--- src/rtl/dtc_pkg.sv ---
package dtc_pkg;

    typedef struct packed {
        logic        kind;
        logic [6:0]  year_in;
        logic [3:0]  month_in;
        logic [4:0]  day_in;
        logic [4:0]  hour_in;
        logic [5:0]  minute_in;
        logic [5:0]  second_in;
        logic [31:0] seconds_in;
    } t_in_req;

    typedef struct packed {
        logic [31:0] seconds_out;
        logic [6:0]  year_out;
        logic [3:0]  month_out;
        logic [4:0]  day_out;
        logic [4:0]  hour_out;
        logic [5:0]  minute_out;
        logic [5:0]  second_out;
    } t_out_rsp;

    typedef enum logic {
        KIND_TO_SECS = 1'b0,
        KIND_TO_DATE = 1'b1
    } t_kind;

    typedef enum logic [2:0] {
        ST_IDLE,
        ST_YEAR,
        ST_MONTH,
        ST_DAY,
        ST_HOUR,
        ST_MIN,
        ST_SCALE,
        ST_DONE
    } t_state;

    // steps that turn a day count into seconds with the shared adder
    typedef enum logic [2:0] {
        SC_DAY,
        SC_MUL24,
        SC_HOUR,
        SC_MUL60A,
        SC_MIN,
        SC_MUL60B,
        SC_SEC
    } t_scale;

    typedef struct packed {
        logic [31:0] a;
        logic [31:0] b;
        logic        sub;
    } t_alu_req;

    typedef struct packed {
        logic [31:0] res;
        logic        borrow;
    } t_alu_rsp;

    typedef struct packed {
        logic ready;
        logic done;
    } t_seq_stat;

    // year offsets are counted from 1970
    localparam logic [7:0]  YOFF_2000      = 8'd30;
    localparam logic [7:0]  YOFF_2100      = 8'd130;
    localparam logic [1:0]  LEAP_PHASE     = 2'd2;
    localparam logic [6:0]  EPOCH_CENT     = 7'd70;
    localparam logic [6:0]  CENT_LAST      = 7'd99;
    localparam logic [6:0]  YEAR_IN_MAX    = 7'd99;
    localparam logic [3:0]  LAST_MONTH     = 4'd12;
    localparam logic [4:0]  HOUR_MAX       = 5'd23;
    localparam logic [5:0]  MINSEC_MAX     = 6'd59;
    localparam logic [31:0] YEAR_DAYS      = 32'd365;
    localparam logic [31:0] LEAP_DAYS      = 32'd366;
    localparam logic [31:0] YEAR_SECS      = 32'd31536000;
    localparam logic [31:0] LEAP_YEAR_SECS = 32'd31622400;
    localparam logic [31:0] SECS_PER_DAY   = 32'd86400;
    localparam logic [31:0] SECS_PER_HOUR  = 32'd3600;
    localparam logic [31:0] SECS_PER_MIN   = 32'd60;

    // 2000 is a leap year, 2100 is the only century year in range that is not
    function automatic logic is_leap(input logic [7:0] yoff);
        return (yoff[1:0] == LEAP_PHASE) && (yoff != YOFF_2100);
    endfunction

    function automatic logic [4:0] month_days(input logic [3:0] m, input logic leap);
        logic [4:0] md;
        if (m == 4'd2) begin
            md = leap ? 5'd29 : 5'd28;
        end else if (m inside {4'd4, 4'd6, 4'd9, 4'd11}) begin
            md = 5'd30;
        end else begin
            md = 5'd31;
        end
        return md;
    endfunction

    function automatic logic [31:0] days_to_secs(input logic [4:0] md);
        logic [31:0] s;
        case (md)
            5'd28: s = 32'd2419200;
            5'd29: s = 32'd2505600;
            5'd30: s = 32'd2592000;
            default: s = 32'd2678400;
        endcase
        return s;
    endfunction

endpackage

--- src/rtl/dtc_alu.sv ---
module dtc_alu (
    input  dtc_pkg::t_alu_req i_req,
    output dtc_pkg::t_alu_rsp o_rsp
);

    logic [32:0] sum;

    // subtract as a + ~b + 1; a clear carry out means a < b
    always_comb begin
        if (i_req.sub) begin
            sum = {1'b0, i_req.a} + {1'b0, ~i_req.b} + 33'd1;
        end else begin
            sum = {1'b0, i_req.a} + {1'b0, i_req.b};
        end
        o_rsp.res    = sum[31:0];
        o_rsp.borrow = i_req.sub & ~sum[32];
    end

endmodule

--- src/rtl/dtc_seq.sv ---
module dtc_seq (
    input  logic               i_clk,
    input  logic               i_rst_n,
    input  logic               i_start,
    input  dtc_pkg::t_in_req   i_req,
    input  logic               i_load,
    output dtc_pkg::t_seq_stat o_stat,
    output dtc_pkg::t_out_rsp  o_rsp,
    output dtc_pkg::t_alu_req  o_alu_req,
    input  dtc_pkg::t_alu_rsp  i_alu_rsp
);

    dtc_pkg::t_state r_state, n_state;
    dtc_pkg::t_scale r_step, n_step;
    logic        r_kind, n_kind;
    logic [31:0] r_acc, n_acc;
    logic [7:0]  r_yoff, n_yoff;
    logic [7:0]  r_yoff_tgt, n_yoff_tgt;
    logic [6:0]  r_ycent, n_ycent;
    logic [3:0]  r_month, n_month;
    logic [3:0]  r_mo_lim, n_mo_lim;
    logic [4:0]  r_day, n_day;
    logic [4:0]  r_hour, n_hour;
    logic [5:0]  r_min, n_min;
    logic [4:0]  r_dm1, n_dm1;
    logic [4:0]  r_hr, n_hr;
    logic [5:0]  r_mi, n_mi;
    logic [5:0]  r_se, n_se;

    logic       to_date;
    logic       leap;
    logic [4:0] md;

    assign to_date = (r_kind == dtc_pkg::KIND_TO_DATE);
    assign leap    = dtc_pkg::is_leap(r_yoff);
    assign md      = dtc_pkg::month_days(r_month, leap);

    always_comb begin
        n_state = r_state;
        case (r_state)
            dtc_pkg::ST_IDLE: begin
                if (i_start) n_state = dtc_pkg::ST_YEAR;
            end
            dtc_pkg::ST_YEAR: begin
                if (to_date ? i_alu_rsp.borrow : (r_yoff == r_yoff_tgt)) begin
                    n_state = dtc_pkg::ST_MONTH;
                end
            end
            dtc_pkg::ST_MONTH: begin
                if (to_date) begin
                    if (i_alu_rsp.borrow || r_month >= dtc_pkg::LAST_MONTH) begin
                        n_state = dtc_pkg::ST_DAY;
                    end
                end else if (r_month == r_mo_lim) begin
                    n_state = dtc_pkg::ST_SCALE;
                end
            end
            dtc_pkg::ST_DAY: begin
                if (i_alu_rsp.borrow) n_state = dtc_pkg::ST_HOUR;
            end
            dtc_pkg::ST_HOUR: begin
                if (i_alu_rsp.borrow) n_state = dtc_pkg::ST_MIN;
            end
            dtc_pkg::ST_MIN: begin
                if (i_alu_rsp.borrow) n_state = dtc_pkg::ST_DONE;
            end
            dtc_pkg::ST_SCALE: begin
                if (r_step == dtc_pkg::SC_SEC) n_state = dtc_pkg::ST_DONE;
            end
            dtc_pkg::ST_DONE: begin
                if (i_load) n_state = dtc_pkg::ST_IDLE;
            end
            default: n_state = dtc_pkg::ST_IDLE;
        endcase
    end

    always_comb begin
        o_alu_req.a   = r_acc;
        o_alu_req.b   = '0;
        o_alu_req.sub = 1'b0;

        n_step     = r_step;
        n_kind     = r_kind;
        n_acc      = r_acc;
        n_yoff     = r_yoff;
        n_yoff_tgt = r_yoff_tgt;
        n_ycent    = r_ycent;
        n_month    = r_month;
        n_mo_lim   = r_mo_lim;
        n_day      = r_day;
        n_hour     = r_hour;
        n_min      = r_min;
        n_dm1      = r_dm1;
        n_hr       = r_hr;
        n_mi       = r_mi;
        n_se       = r_se;

        case (r_state)
            dtc_pkg::ST_IDLE: begin
                if (i_start) begin
                    // sanitize the date fields and clear the counters
                    n_kind  = i_req.kind;
                    n_acc   = (i_req.kind == dtc_pkg::KIND_TO_DATE) ? i_req.seconds_in : '0;
                    n_yoff  = '0;
                    n_ycent = dtc_pkg::EPOCH_CENT;
                    n_month = 4'd1;
                    n_day   = 5'd1;
                    n_hour  = '0;
                    n_min   = '0;
                    n_step  = dtc_pkg::SC_DAY;
                    n_yoff_tgt = dtc_pkg::YOFF_2000 + ((i_req.year_in > dtc_pkg::YEAR_IN_MAX)
                                 ? 8'd0 : {1'b0, i_req.year_in});
                    n_mo_lim = (i_req.month_in == 4'd0 || i_req.month_in > dtc_pkg::LAST_MONTH)
                               ? 4'd1 : i_req.month_in;
                    n_dm1 = (i_req.day_in == 5'd0) ? 5'd0 : i_req.day_in - 5'd1;
                    n_hr  = (i_req.hour_in > dtc_pkg::HOUR_MAX) ? 5'd0 : i_req.hour_in;
                    n_mi  = (i_req.minute_in > dtc_pkg::MINSEC_MAX) ? 6'd0 : i_req.minute_in;
                    n_se  = (i_req.second_in > dtc_pkg::MINSEC_MAX) ? 6'd0 : i_req.second_in;
                end
            end
            dtc_pkg::ST_YEAR: begin
                if (to_date) begin
                    o_alu_req.b   = leap ? dtc_pkg::LEAP_YEAR_SECS : dtc_pkg::YEAR_SECS;
                    o_alu_req.sub = 1'b1;
                    if (!i_alu_rsp.borrow) begin
                        n_acc   = i_alu_rsp.res;
                        n_yoff  = r_yoff + 8'd1;
                        n_ycent = (r_ycent == dtc_pkg::CENT_LAST) ? 7'd0 : r_ycent + 7'd1;
                    end
                end else begin
                    o_alu_req.b = leap ? dtc_pkg::LEAP_DAYS : dtc_pkg::YEAR_DAYS;
                    if (r_yoff != r_yoff_tgt) begin
                        n_acc  = i_alu_rsp.res;
                        n_yoff = r_yoff + 8'd1;
                    end
                end
            end
            dtc_pkg::ST_MONTH: begin
                if (to_date) begin
                    o_alu_req.b   = dtc_pkg::days_to_secs(md);
                    o_alu_req.sub = 1'b1;
                    if (!i_alu_rsp.borrow && r_month < dtc_pkg::LAST_MONTH) begin
                        n_acc   = i_alu_rsp.res;
                        n_month = r_month + 4'd1;
                    end
                end else begin
                    o_alu_req.b = {27'd0, md};
                    if (r_month != r_mo_lim) begin
                        n_acc   = i_alu_rsp.res;
                        n_month = r_month + 4'd1;
                    end
                end
            end
            dtc_pkg::ST_DAY: begin
                o_alu_req.b   = dtc_pkg::SECS_PER_DAY;
                o_alu_req.sub = 1'b1;
                if (!i_alu_rsp.borrow) begin
                    n_acc = i_alu_rsp.res;
                    n_day = r_day + 5'd1;
                end
            end
            dtc_pkg::ST_HOUR: begin
                o_alu_req.b   = dtc_pkg::SECS_PER_HOUR;
                o_alu_req.sub = 1'b1;
                if (!i_alu_rsp.borrow) begin
                    n_acc  = i_alu_rsp.res;
                    n_hour = r_hour + 5'd1;
                end
            end
            dtc_pkg::ST_MIN: begin
                o_alu_req.b   = dtc_pkg::SECS_PER_MIN;
                o_alu_req.sub = 1'b1;
                if (!i_alu_rsp.borrow) begin
                    n_acc = i_alu_rsp.res;
                    n_min = r_min + 6'd1;
                end
            end
            dtc_pkg::ST_SCALE: begin
                // x*24 = 16x + 8x, x*60 = 64x - 4x, wrapping at 32 bits
                case (r_step)
                    dtc_pkg::SC_DAY:  o_alu_req.b = {27'd0, r_dm1};
                    dtc_pkg::SC_MUL24: begin
                        o_alu_req.a = r_acc << 4;
                        o_alu_req.b = r_acc << 3;
                    end
                    dtc_pkg::SC_HOUR: o_alu_req.b = {27'd0, r_hr};
                    dtc_pkg::SC_MUL60A, dtc_pkg::SC_MUL60B: begin
                        o_alu_req.a   = r_acc << 6;
                        o_alu_req.b   = r_acc << 2;
                        o_alu_req.sub = 1'b1;
                    end
                    dtc_pkg::SC_MIN:  o_alu_req.b = {26'd0, r_mi};
                    dtc_pkg::SC_SEC:  o_alu_req.b = {26'd0, r_se};
                    default:          o_alu_req.b = '0;
                endcase
                n_acc = i_alu_rsp.res;
                if (r_step != dtc_pkg::SC_SEC) begin
                    n_step = dtc_pkg::t_scale'(r_step + 3'd1);
                end
            end
            default: begin
            end
        endcase
    end

    always_ff @(posedge i_clk) begin
        if (!i_rst_n) begin
            r_state <= dtc_pkg::ST_IDLE;
        end else begin
            r_state <= n_state;
        end
    end

    always_ff @(posedge i_clk) begin
        r_step     <= n_step;
        r_kind     <= n_kind;
        r_acc      <= n_acc;
        r_yoff     <= n_yoff;
        r_yoff_tgt <= n_yoff_tgt;
        r_ycent    <= n_ycent;
        r_month    <= n_month;
        r_mo_lim   <= n_mo_lim;
        r_day      <= n_day;
        r_hour     <= n_hour;
        r_min      <= n_min;
        r_dm1      <= n_dm1;
        r_hr       <= n_hr;
        r_mi       <= n_mi;
        r_se       <= n_se;
    end

    assign o_stat.ready = (r_state == dtc_pkg::ST_IDLE);
    assign o_stat.done  = (r_state == dtc_pkg::ST_DONE);

    always_comb begin
        o_rsp = '0;
        if (to_date) begin
            o_rsp.year_out   = r_ycent;
            o_rsp.month_out  = r_month;
            o_rsp.day_out    = r_day;
            o_rsp.hour_out   = r_hour;
            o_rsp.minute_out = r_min;
            o_rsp.second_out = r_acc[5:0];
        end else begin
            o_rsp.seconds_out = r_acc;
        end
    end

endmodule

--- src/rtl/datetime_epoch_seconds_converter_unit.sv ---
// Converts between a date-time in the years 2000..2099 (two-digit year, month, day, hour,
// minute, second) and seconds since 1970-01-01 00:00:00 with Gregorian leap years; kind 1
// goes the other way and reports the year modulo 100. Out-of-range date fields are taken
// as in an RTC read path (bad year 0, bad month 1, day 0 as 1, bad time field 0). One 32-bit
// add/subtract unit serves every step, one step a cycle: date to seconds walks years and
// months, then scales the day, hour and minute fields up to seconds; seconds to date walks
// years, months, days, hours and minutes. A request is taken only when the unit is idle; a
// result waits in an output register, so the next request may start while it has not yet
// been taken.
module datetime_epoch_seconds_converter_unit (
    input  logic              i_clk,
    input  logic              i_rst_n,
    input  logic              i_in_valid,
    output logic              o_in_ready,
    input  dtc_pkg::t_in_req  i_in_req,
    output logic              o_out_valid,
    input  logic              i_out_ready,
    output dtc_pkg::t_out_rsp o_out_rsp
);

    dtc_pkg::t_seq_stat seq_stat;
    dtc_pkg::t_out_rsp  seq_rsp;
    dtc_pkg::t_alu_req  alu_req;
    dtc_pkg::t_alu_rsp  alu_rsp;

    logic              start;
    logic              load;
    logic              r_out_valid, n_out_valid;
    dtc_pkg::t_out_rsp r_out_rsp, n_out_rsp;

    assign start = i_in_valid && seq_stat.ready;
    // hold the finished result in the sequencer until the output register frees up
    assign load  = seq_stat.done && (!r_out_valid || i_out_ready);

    dtc_alu u_alu (
        .i_req (alu_req),
        .o_rsp (alu_rsp)
    );

    dtc_seq u_seq (
        .i_clk     (i_clk),
        .i_rst_n   (i_rst_n),
        .i_start   (start),
        .i_req     (i_in_req),
        .i_load    (load),
        .o_stat    (seq_stat),
        .o_rsp     (seq_rsp),
        .o_alu_req (alu_req),
        .i_alu_rsp (alu_rsp)
    );

    always_comb begin
        n_out_valid = r_out_valid;
        n_out_rsp   = r_out_rsp;
        if (load) begin
            n_out_valid = 1'b1;
            n_out_rsp   = seq_rsp;
        end else if (i_out_ready) begin
            n_out_valid = 1'b0;
        end
    end

    always_ff @(posedge i_clk) begin
        if (!i_rst_n) begin
            r_out_valid <= 1'b0;
        end else begin
            r_out_valid <= n_out_valid;
        end
    end

    always_ff @(posedge i_clk) begin
        r_out_rsp <= n_out_rsp;
    end

    assign o_in_ready  = seq_stat.ready;
    assign o_out_valid = r_out_valid;
    assign o_out_rsp   = r_out_rsp;

endmodule
--- config.mk ---
export PLATFORM = sky130hd
export DESIGN_NAME = datetime_epoch_seconds_converter_unit
export DESIGN_NICKNAME = d
export VERILOG_FILES = /design/src/rtl/dtc_pkg.sv /design/src/rtl/dtc_alu.sv /design/src/rtl/dtc_seq.sv /design/src/rtl/datetime_epoch_seconds_converter_unit.sv
export SDC_FILE = /design/constraint.sdc
export NUM_CORES = 1
export LEC_CHECK = 0
export ABC_AREA = 1
export BUFFER_PORTS_ARGS = -buffer_cell sky130_fd_sc_hd__buf_2
export CAP_MARGIN = 0
export CORE_ASPECT_RATIO = 0.8
export CORE_MARGIN = 2
export CORE_UTILIZATION = 45
export CTS_CLUSTER_SIZE = 30
export DETAILED_ROUTE_END_ITERATION = 12
export GPL_TIMING_DRIVEN = 0
export RECOVER_POWER = 100
export SYNTH_ARGS = -nofsm -noshare
export SYNTH_HDL_FRONTEND = slang
export SYNTH_SLANG_ARGS = --single-unit
export TNS_END_PERCENT = 5
--- constraint.sdc ---
create_clock -name i_clk -period 13.8 [get_ports i_clk]
set_clock_uncertainty 0.2 [all_clocks]
set_input_delay 2.76 -clock i_clk [delete_from_list [all_inputs] [get_ports i_clk]]
set_output_delay 2.76 -clock i_clk [all_outputs]
set_load 0.02 [all_outputs]
==> results, run 1 <==
- From left edge to right edge, the die measures 201 um.
- Traced cell by cell, the critical path runs through inv_1, nor2_1, inv_1, nor2_1, clkbuf_1, nor2_1, a31oi_1, ha_1, clkbuf_1, nor2_1, inv_1, nor2_1, nand2_1, clkinv_1, nand2_1, nand2_1, nand3_1, nand2_1, nand2_1, nand2_1, o21ai_0, nor2_1, clkbuf_1.
- The area of the mapped netlist is 14000 sq um.
- In this run the static leakage power is 7.61 nW.
- The critical path arrival is 7630 ps.
- The sequential power share is 22.4%.
- The antenna diode count is 0.
- The flow ran to the end, but the final reports show violations.
- The most common cell after layout, fill and taps aside is nand2_1.
- After routing, the total negative slack on setup checks comes to 0 ps.
- The slowest stage of the critical path is the clkbuf_1 cell.
- The critical path in this run is classified as flop to flop.
- The number of nets in the finished design is 2323.
- The number of max-slew violations in the final report is 96.
- The cell family contributing the most delay on the critical path is simple AND/OR/NAND/NOR gates.
- By area the synthesized netlist is led by edfxtp_1 36%, nand2_1 16%, inv_1 9.1%.
- The synthesis-to-layout area growth is 11.7%.
- The power share of the clock group is 11.9%.
- Buffers inserted to repair hold after CTS numbered 0.
- Gates resized during post-CTS repair numbered 0.
- The post-synthesis sequential area ratio is 37.0%.
- The highest-utilization routing layer at the global route stage is met1.
- The clock net sink count is 174.
- The routed design has 50500 um of wire.
- The Yosys step of the flow raised 0 warnings.
- The cell area after layout is 15600 sq um.
- The final weighted congestion in routability-driven placement is 0.985.
- The area of all sequential standard cells is 5180 sq um.
- The initial antenna violation count is 0.
- The number of failing setup endpoints in the final timing report is 0.
- The first routing iteration left 1867 violations.
- The tool flagged a number of max-cap violations equal to 3.
- The via count of the first global-routing pass was 12.8k.
- The die covers 32600 sq um.
- The met2 demand-to-capacity share in global routing is 41.5%.
- The cell taking the most area after synthesis is edfxtp_1.
- The post-detailed-route DRC marker count is 0.
- The net count after synthesis is 2164.
- The port buffer count is 136.
- After synthesis, the mean cell area works out to 6.97 sq um.
- The final clock period utilization by the worst path is 56.5%.
- The power dissipated by switching net loads is 0.00231 W.
- TritonCTS created 17 clock buffers.
- After synthesis, the largest area contributor takes up 36.5% of total cell area.
- The max-slew headroom at the worst pin is -71.5%.
- The clock root buffer is clkbuf_16.
- The total iterations of the first detailed-routing run is 6.
- The maximum buffer depth of the clock tree is 2.
- During I/O placement, the number of pins put on the boundary was 137.
- The maximum clock frequency is 0.128 GHz.
- At the pin with the least slew margin, the transition time is 2560 ps.
- The total overflow reported by the global router is 0.
- The combinational share of power is 65.7%.
- Yosys mapped the design onto 54 distinct sky130hd cell types.
- STA classifies the critical path startpoint as a flop.
- Dividing the detail-routed wire length by the instance count gives 19.5 um.
- The H-tree depth is 4.
- The met3 usage is 7.72%.
- For this design the ratio of total power to cell area is 260 nW/um^2.
- The post-placement cell area is 15300 sq um.
- The internal power contribution is 0.00174 W.
- The checks that failed: capacitance limit, slew limit.
- The number of buffers and inverters on the critical path is 7.
- STA classifies the critical path endpoint as a flop.
- The die is 162 um tall.
- The global-route total usage across every layer is 30.7%.
- The routed via count divided by cell count is 5.44.
- Leaving out fill and tap cells, the most frequent cells in the layout are 591 x nand2_1, 346 x inv_1, 248 x nor2_1.
- The count of state elements after synthesis is 174.
- The first-pass GRT wire length is 75100 um.
- Detailed placement finished with a half-perimeter wire length of 41900 um.
- Counting flops with a built-in enable in the synthesized netlist gives 170.
- On the worst path, the slowest cell contributes a delay of 1320 ps.
- The floorplan core area is 30500 sq um.
- Entering global routing, the biggest net connects 37 pins.
- The largest fanout on the critical path is 27.
- The number of failing hold endpoints at the final stage is 0.
- The type of the worst min-delay path is flop to flop.
- The fill cell instance count of the final layout is 3195.
- The multi-input logic area is 7220 sq um.
- Synthesis produced a netlist whose cell count is 2009.
- The total via count in the routed design is 14.1k.
- Row generation in the floorplan step produced 57 rows.
- The peak supply drop is 0.139 mV.
- Of the total power, the share spent switching nets is 57.0%.
- The final critical-path required period is 7790 ps.
- The final antenna-violating net count is 0.
- The primary flip-flop cell chosen by synthesis mapping is edfxtp_1.
- The clock latency on the worst-skew pair is 450 ps.
- Setup repair after global routing left no endpoint under its margin.
- At the worst endpoint, the required time is 13640 ps.
- Once the floorplan was initialized, standard cells occupied 45.9% of the core.
- The TritonCTS clock tree is yes.
- The fraction of final layout cells with drive strength greater than 1 is 5.96%.
- For this run, asynchronously set or reset flops after synthesis account for 0%.
- For met1 alone, demand over resource in global routing was 49.1%.
- Once the clock tree was built, the setup fixing pass inserted 0 buffers.
- After clock tree synthesis, the clock-pin slew on the worst setup and hold paths is 70 ps.
==> logic make-up after synthesis <==
| logic type | share of synthesized area [%] |
|---|---|
| buffers and inverters | 11.0 |
| DFF | 37.0 |
| xor gates and xnor gates | 1.56 |
| adders and majority gates | 7.70 |
| and+or+nand+nor | 31.3 |
| AOI/OAI and AO/OA | 11.4 |
==> power by group through the flow <==
stage | combinational (W) | sequential, W | clock (W)
after CTS | 0.00259 | 0.000904 | 0.000487
after global placement | 0.00256 | 0.000917 | 0
after floorplan | 0.00171 | 0.000878 | 0
final | 0.00267 | 0.000910 | 0.000483
after global routing | 0.00292 | 0.000924 | 0.000506
after detailed placement | 0.00258 | 0.000914 | 0
==> layer usage <==
| layer | vias to the layer above | part of all wire, % |
|---|---|---|
| met1 | 6496 | 48 |
| met2 | 795 | 38 |
| li1 | 6786 | - |
| met3 | 44 | 13 |
| met4 | 0 | 0.98 |
| met5 | - | 0 |
==> flip-flops by register name (all words and copies together) (netlist names) <==
| register | flops |
|---|---|
| u_seq.r_hr | 5 |
| u_seq.r_yoff | 8 |
| u_seq.r_ycent | 7 |
| u_seq.r_day | 5 |
| u_seq.r_acc | 32 |
| u_seq.r_mi | 6 |
| u_seq.r_state | 3 |
| u_seq.r_month | 4 |
| u_seq.r_min | 6 |
| u_seq.r_hour | 5 |
| u_seq.r_se | 6 |
| o_out_rsp | 65 |
| u_seq.r_kind | 1 |
| u_seq.r_yoff_tgt | 8 |
| u_seq.r_mo_lim | 4 |
| u_seq.r_dm1 | 5 |
| u_seq.r_step | 3 |
| o_out_valid | 1 |
==> stage by stage <==
step	setup WS (ps)	util [%]	hold slack, ps	total power (W)	instances
floorplan	7580	-	302	0.00259	2009
global placement	6340	49.8	327	0.00348	2558
detailed placement	7500	50.0	326	0.00349	2560
CTS	7460	51.9	339	0.00398	2592
global route	5800	51.2	376	0.00435	2594
finish	6010	51.2	331	0.00406	2594
==> path summary, 6_finish.rpt <==
kind | start | to | slack [ps] | depth (start not counted)
max | u_seq.r_state[2] | u_seq.r_acc[27] | 6010 | 23
min reg2reg | u_seq.r_state[0] | u_seq.r_state[0] | 330 | 2
min | u_seq.r_state[0] | u_seq.r_state[0] | 330 | 2
max reg2reg | u_seq.r_state[2] | u_seq.r_acc[27] | 6010 | 23
==> cell usage after synthesis, types with 5 or more instances <==
cell and number:
buf_1 7, inv_1 341, or2_2 9, o211ai_1 11, a22oi_1 9, clkbuf_1 26, xor2_1 16, nor2_2 6
ha_1 83, nand2_1 587, nor3_1 31, nand3_1 117, o21bai_1 13, edfxtp_1 170, a31oi_1 8, nor4_1 10
inv_2 10, o21ai_0 64, xnor2_1 9, a221oi_1 11, o21ai_1 22, nor2_1 243, nand4_1 21, o22ai_1 12
a21oi_1 103, nand2_2 5
==> tightest hold or removal path: stages, from the launching register on <==
cell     delay [ps]
dfxtp_1         340
nor2_1          110
nor2_1           50
==> layout make-up <==
| cell class | instances | area share [%] |
|---|---|---|
| Timing Repair Buffer | 140 | 3.85 |
| Clock inverter | 15 | 1.06 |
| Inverter | 354 | 8.51 |
| Sequential cell | 174 | 33.1 |
| Clock buffer | 17 | 2.72 |
| Multi-Input combinational cell | 1436 | 46.1 |
| Tap cell | 413 | 3.30 |
| Buffer | 45 | 1.28 |
(Power assumes the default switching activity.)
==> inputs of run 2 (changes only) <==
==> constraint.sdc (replaced) <==
create_clock -name i_clk -period 7.9 [get_ports i_clk]
set_clock_uncertainty 0.2 [all_clocks]
set_input_delay 1.58 -clock i_clk [delete_from_list [all_inputs] [get_ports i_clk]]
set_output_delay 1.58 -clock i_clk [all_outputs]
set_load 0.02 [all_outputs]
==> results, run 2 (synthesis results as in run 1) <==
- The run finished, with violations left.
- The checks that failed: capacitance limit, slew limit.
- From synthesis to final layout, the design area changed by 11.8%.
- For this configuration, the core starts out at a cell density of 45.9%.
- STA puts the critical path data arrival time at 6850 ps.
- Dividing the detail-routed wire length by the instance count gives 19.4 um.
- After the first detailed-routing iteration, the DRC count stood at 1874.
- The number of nets in the finished design is 2323.
- TritonCTS built the clock tree.
- The number of non-filler instances in the completed layout is 2594.
- The maximum number of pins on one net before global-route repair is 37.
- Using the TritonRoute via totals, the vias-per-cell ratio works out to 5.43.
- The kind of launch point of the worst setup path is a flop.
- The initial antenna violation count is 0.
- The later pin in the worst-skew pair is clocked with a latency of 450 ps.
- The most common cell after layout, fill and taps aside is nand2_1.
- The first-pass GRT wire length is 75100 um.
- Including well taps, the total number of placed cells is 2560.
- The area of all sequential standard cells is 5180 sq um.
- The number of violations of the max-capacitance limit is 2.
- The global-route total usage across every layer is 30.7%.
- The top cell types in the final layout, fill and taps aside, are 591 x nand2_1, 346 x inv_1, 248 x nor2_1.
- The total via count in the routed design is 14.1k.
- The die is 162 um tall.
- Buffers inserted during clock tree synthesis total 17.
- The clock root buffer is clkbuf_16.
- The number of max-slew violations in the final report came to 68.
- The worst-case IR drop observed on VDD is 0.245 mV.
- After clock tree synthesis, the clock-pin slew on the worst setup and hold paths is 70 ps.
- The number of failing hold endpoints at the final stage is 0.
- The cts-stage hold buffer count is 0.
- The floorplan core area is 30500 sq um.
- The die extent in x is 201 um.
- The post-detailed-route DRC marker count is 0.
- Headroom to the max-slew limit came out at -72.9%.
- Of all nets on the critical path, the largest fanout is 10.
- The final antenna-violating net count is 0.
- The I/O pin count is 137.
- The fraction of final layout cells with drive strength greater than 1 is 6.01%.
- The total overflow reported by the global router is 0.
- The die covers 32600 sq um.
- The total iterations of the first detailed-routing run is 6.
- The via count of the first global-routing pass is 12.8k.
- Input and output buffers added on the ports amount to 136.
- For this run, the top clock speed supported by timing is 0.143 GHz.
- The final critical-path required period is 6980 ps.
- The number of instances resized during post-cts repair is 0.
- The path type of the worst setup path is flop to flop.
- The fill cell instance count of the final layout is 3194.
- The longest clock path from root to sink contains 2 buffers.
- The reported leakage power is 7.62 nW.
- The clock net sink count is 174.
- The type of the worst min-delay path is flop to flop.
- The number of setup buffers added after CTS is 0.
- The critical path data required time is 7760 ps.
- The setup TNS after final layout is 0 ps.
- The H-tree generated during clock tree synthesis spans 4 levels.
- The number of antenna diodes in the final layout is 0.
- The actual slew at the worst max-slew pin is 2580 ps.
- The number of flip-flops under the largest register name is 65.
- Setup repair after global routing left no endpoint under its margin.
- The standard-cell row count is 57.
- The power density over cell area is 453 nW/um^2.
- The sort of element at the end of the critical path is a flop.
- The congestion estimate from routability-driven global placement came to 0.985.
- The multi-input combinational cells in the finished layout cover a total of 7220 sq um.
- The final layout contains routed wiring with a total length of 50400 um.
- The final clock period utilization by the worst path is 88.4%.
- The half-perimeter wire length after detailed placement is 41900 um.
- Setup violations remaining at the end of the flow were counted as 0.
[run 2: critical path: stages, from the launching register on]
cell      delay [ps]
dfxtp_1          460
inv_1            120
nor2_1           580
inv_1            370
nor2_1           670
clkbuf_1         620
nor2_1           120
a31oi_1          240
ha_1             270
clkbuf_1         220
nor2_1           220
inv_1             60
nor2_1           190
nand2_1          110
clkinv_1          60
nand2_1           40
nand2_1          110
nand3_1           80
nand2_1          390
inv_1            330
clkbuf_1         340
o21ai_0          760
[run 2: power by group]
| group | total, W | switching [W] | leakage, nW | internal [W] |
|---|---|---|---|---|
| Clock | 0.000842 | 0.000416 | 0.288 | 0.000426 |
| Combinational | 0.00466 | 0.00341 | 5.67 | 0.00125 |
| Sequential | 0.00159 | 0.000204 | 1.66 | 0.00138 |
[run 2: metrics by stage]
stage	utilization [%]	total power, W	instance area, sq um	hold WS (ps)	setup WS, ps
final	51.3	0.00709	15700	331	918
after global routing	51.3	0.00760	15700	376	785
after global placement	49.8	0.00608	15200	327	596
after detailed placement	50.0	0.00610	15300	326	1600
after floorplan	-	0.00452	14000	302	2540
after CTS	51.9	0.00696	15800	339	1560
[run 2: final timing paths]
kind	from	to	slack, ps	cells past startpoint
setup / recovery	u_seq.r_state[2]	u_seq.r_min[4]	920	21
hold / removal	u_seq.r_state[0]	u_seq.r_state[0]	330	2
setup reg to reg	u_seq.r_state[2]	u_seq.r_min[4]	920	21
hold reg to reg	u_seq.r_state[0]	u_seq.r_state[0]	330	2
[run 2: layout make-up]
class | count | area share (%)
plain buffers | 45 | 1.28
clock buffers | 17 | 2.72
clock inverters | 15 | 1.05
inverters | 354 | 8.50
multi-input cells | 1436 | 46.1
flip-flops and latches | 174 | 33.1
well taps | 413 | 3.30
repair buffers | 140 | 3.95
[run 2: layer usage]
metal / global-route usage (%) / wire length (um) / up-vias
met5: 0 / 0 / -
met4: 4.98 / 524 / 0
met1: 49.1 / 24400 / 6477
met3: 7.72 / 6570 / 52
met2: 41.5 / 18900 / 782
li1: - / - / 6784
